File: config.mk
export PLATFORM = sky130hd
export DESIGN_NAME = mbd_fifo
export DESIGN_NICKNAME = d
export VERILOG_FILES = /design/src/hw/rtl/mbd_fifo.sv
export SDC_FILE = /design/constraint.sdc
export NUM_CORES = 1
export LEC_CHECK = 0
export BUFFER_PORTS_ARGS = -buffer_cell sky130_fd_sc_hd__buf_4
export CAP_MARGIN = 20
export CORE_AREA = 4 4 41 43
export CTS_BUF_LIST = sky130_fd_sc_hd__clkbuf_16
export CTS_CLUSTER_DIAMETER = 200
export DETAILED_ROUTE_END_ITERATION = 6
export DIE_AREA = 0 0 45 47
export SYNTH_ARGS = -nofsm -noshare
export SYNTH_HDL_FRONTEND = slang
export SYNTH_SLANG_ARGS = --single-unit
File: constraint.sdc
create_clock -name clk -period 1.7 [get_ports clk]
set_clock_uncertainty 0.1 [all_clocks]
set_input_delay 0.255 -clock clk [delete_from_list [all_inputs] [get_ports clk]]
set_output_delay 0.255 -clock clk [all_outputs]
set_load 0.01 [all_outputs]
File: src/hw/rtl/mbd_fifo.sv
// ----------------------------------------------------------------------------
// mbd_fifo
// small register queue that decouples the two sides of a transfer
// ----------------------------------------------------------------------------
module mbd_fifo #(
	parameter type T = logic,
	parameter int DEPTH = 2
) (
	input  logic clk,
	input  logic arst_n,
	input  logic push,
	input  T     wdata,
	output logic full,
	input  logic pop,
	output T     rdata,
	output logic empty
);
	localparam int PW = (DEPTH > 1) ? $clog2(DEPTH) : 1;
	localparam int NW = $clog2(DEPTH + 1);

	T              store_q [DEPTH];
	logic [PW-1:0] wr_ptr_q;
	logic [PW-1:0] rd_ptr_q;
	logic [NW-1:0] count_q;
	logic          do_push;
	logic          do_pop;

	assign full    = (count_q == NW'(DEPTH));
	assign empty   = (count_q == '0);
	assign do_push = push && !full;
	assign do_pop  = pop && !empty;
	assign rdata   = store_q[rd_ptr_q];

	always_ff @(posedge clk) begin
		if (do_push) begin
			store_q[wr_ptr_q] <= wdata;
		end
	end

	always_ff @(posedge clk or negedge arst_n) begin
		if (!arst_n) begin
			wr_ptr_q <= '0;
			rd_ptr_q <= '0;
			count_q  <= '0;
		end else begin
			if (do_push) begin
				wr_ptr_q <= (int'(wr_ptr_q) == DEPTH - 1) ? '0 : wr_ptr_q + 1'b1;
			end
			if (do_pop) begin
				rd_ptr_q <= (int'(rd_ptr_q) == DEPTH - 1) ? '0 : rd_ptr_q + 1'b1;
			end
			if (do_push && !do_pop) begin
				count_q <= count_q + 1'b1;
			end else if (do_pop && !do_push) begin
				count_q <= count_q - 1'b1;
			end
		end
	end
endmodule

==> flow_metrics.env <==
export IMPL_status="completed"
export IMPL_synth_area_leaders="dfrtp_1 (37%), edfxtp_1 (22%), xnor2_1 (9.8%)"
export IMPL_leakagePower_nw=0.2113
export IMPL_grt_overflow=0
export IMPL_root_buffer="clkbuf_16"
export IMPL_maxSlewViolCount=0
export IMPL_die_x_um=45
export IMPL_synth_top_area_share_pct=37.38
export IMPL_setup_tns_ps=0
export IMPL_gp_congestion=0.6446
export IMPL_cp_end_kind="flop"
export IMPL_maxCapViolations=0
export IMPL_clock_fmax_ghz=0.6774
export IMPL_areaGrowthSynthToFinish_pct=62.62
export IMPL_core_area_um2=1301
export IMPL_switchingPower_mw=0.2492
export IMPL_antenna_found_initial=0
export IMPL_placed_cell_area_um2=346.6
export IMPL_cts_tree="built"
export IMPL_ios=8
export IMPL_grt_max_degree=5
export IMPL_finalNetCount=42
export IMPL_whs_path_depth=1
export IMPL_num_vias=185
export IMPL_power_density_nw_per_um2=2153
export IMPL_clk_path_buf_depth=2
export IMPL_postRouteAntennaNets=0
export IMPL_worstMarginPinSlew_ps=208.5
export IMPL_rr_worst_depth=6
export IMPL_syn_area_per_cell_um2=12.17
export IMPL_dp_slack_ps=231.6
export IMPL_grt_first_pass_wirelength_um=841
export IMPL_relSlewSlack_pct=86.01
export IMPL_fin_crit_sh_pct=86.84
export IMPL_wl_per_cell_um=8.520
export IMPL_cell_internal_pwr_mw=0.6881
export IMPL_hold_class="in2reg"
export IMPL_drt_pass1_iterations=2
export IMPL_hold_ws_ps=113.8
export IMPL_p_seq_share_pct=27.5
export IMPL_ys_seq_area_share_pct=59.81
export IMPL_grt_pass1_vias=204
export IMPL_critPathRequiredTime_ps=1740
export IMPL_place_hpwl_um=325.7
export IMPL_p_total_mw=0.9373
export IMPL_finalNonFillerCells=50
export IMPL_drt_iter0_drc=1
export IMPL_cts_clk_slew_worst_paths_ps=40
export IMPL_synth_top_area_cell="dfrtp_1"
export IMPL_wl_um=426
export IMPL_grt_usage_pct=6.140
export IMPL_diodes=0
export IMPL_mostFrequentLayoutCells="buf_4 (8), dfrtp_1 (4)"
export IMPL_critPathKind="reg2reg"
export IMPL_insertion_delay_ps=230
export IMPL_drc_errors=0
export IMPL_initial_utilization_pct=20.58
export IMPL_layout_cells_most_common="buf_4"
export IMPL_vias_per_cell=3.700
export IMPL_synth_area_um2=267.8
export IMPL_clock_power_share_pct=41.2
export IMPL_numCtsBuffers=3
export IMPL_critical_path_arrival_ps=1520
export IMPL_swShare_pct=26.59
export IMPL_hold_violations=0
export IMPL_start_kind="flop"
export IMPL_design_area_um2=435.4
export IMPL_ys_seq_elements=6
export IMPL_cts_max_level=1
export IMPL_die_height_um=47
export IMPL_dieArea_um2=2115
export IMPL_setup_violations_final=0
export IMPL_final_util_pct=33.46
export IMPL_syn_inst=22
export IMPL_synthDistinctLibCells=12
export IMPL_drive_gt1_share_pct=34.29
export IMPL_combinationalPowerShare_pct=31.3
export IMPL_cts_sinks=6
export IMPL_fin_crit_ps=1476
export IMPL_yosysWarnings=0
export IMPL_dp_cells=45
export IMPL_ir_drop_mv=1.000
export IMPL_worst_slack_ps=223.7
export IMPL_grt_setup_unrepaired="false"
export IMPL_path_max_fanout=3
export IMPL_syn_num_nets=28
export IMPL_post_cts_setup_buffer_count=0
export IMPL_row_count=13
export IMPL_port_buffers=7
[synth_stat cells, drive strengths merged]
| master | n |
|---|---|
| xnor2 | 3 |
| edfxtp | 2 |
| nor2 | 3 |
| o21ai | 1 |
| xor2 | 2 |
| dfrtp | 4 |
| and3 | 1 |
| inv | 2 |
| nand2b | 1 |
| ha | 1 |
| mux2 | 1 |
| nand2 | 1 |
[worst max-delay path: stages (launching register included)]
cell and delay (ps):
dfrtp_1 360, nand2b_1 160, nand2_1 120, inv_1 60, ha_1 300, nor2_1 140, xor2_1 160
[flip-flops by register name, indices dropped and copies added (netlist names)]
signal,cells
count_q,2
rd_ptr_q,1
store_q,2
wr_ptr_q,1
[worst paths after layout]
| path | start | end | slack [ps] |
|---|---|---|---|
| min | wdata | store_q[1] | 110 |
| max | count_q[0] | count_q[1] | 220 |
| max in group asynchronous | arst_n | rd_ptr_q | 1140 |
| min reg2reg | rd_ptr_q | rd_ptr_q | 380 |
| min in group asynchronous | arst_n | wr_ptr_q | 260 |
| max reg2reg | count_q[0] | count_q[1] | 220 |
[layer usage]
| layer | up-vias | GRT usage [%] | part of all wire (%) |
|---|---|---|---|
| met5 | - | 0 | 0 |
| met4 | 0 | 1.754 | 0 |
| met3 | 0 | 7.280 | 15 |
| met2 | 8 | 7.345 | 40 |
| met1 | 81 | 6.776 | 44 |
| li1 | 96 | - | - |
[kinds of logic (layout without fill, tap and decap cells)]
family / Yosys count / in the layout / synth area share, %
buf+inv: 2 / 15 / 2.805
compound gates: 1 / 1 / 1.867
xor+xnor: 5 / 5 / 16.36
simple gates: 6 / 6 / 10.28
mux: 1 / 1 / 4.205
flops: 6 / 6 / 59.82
fa+ha+maj: 1 / 1 / 4.672
[area by class of cell]
cell class | count | area, um2
fillers | 140 | 865.8
flip-flops and latches | 6 | 160.2
multi-input cells | 14 | 100.1
clock buffers | 3 | 75.07
repair buffers | 9 | 70.07
well taps | 15 | 18.77
inverters | 2 | 7.507
clock inverters | 1 | 3.754
[power groups by stage]
stage	clock network, mW	registers (mW)	logic (mW)
after floorplan	0	0.263	0.184
after global placement	0	0.263	0.293
after detailed placement	0	0.261	0.294
after CTS	0.392	0.260	0.300
after global routing	0.409	0.271	0.334
final	0.386	0.258	0.293
[what timing repair did]
item                      CTS  global route
hold endpoints to repair    4             0
resized for setup           0             0
hold buffers                1             0
Power figures use the tool's default switching activity.
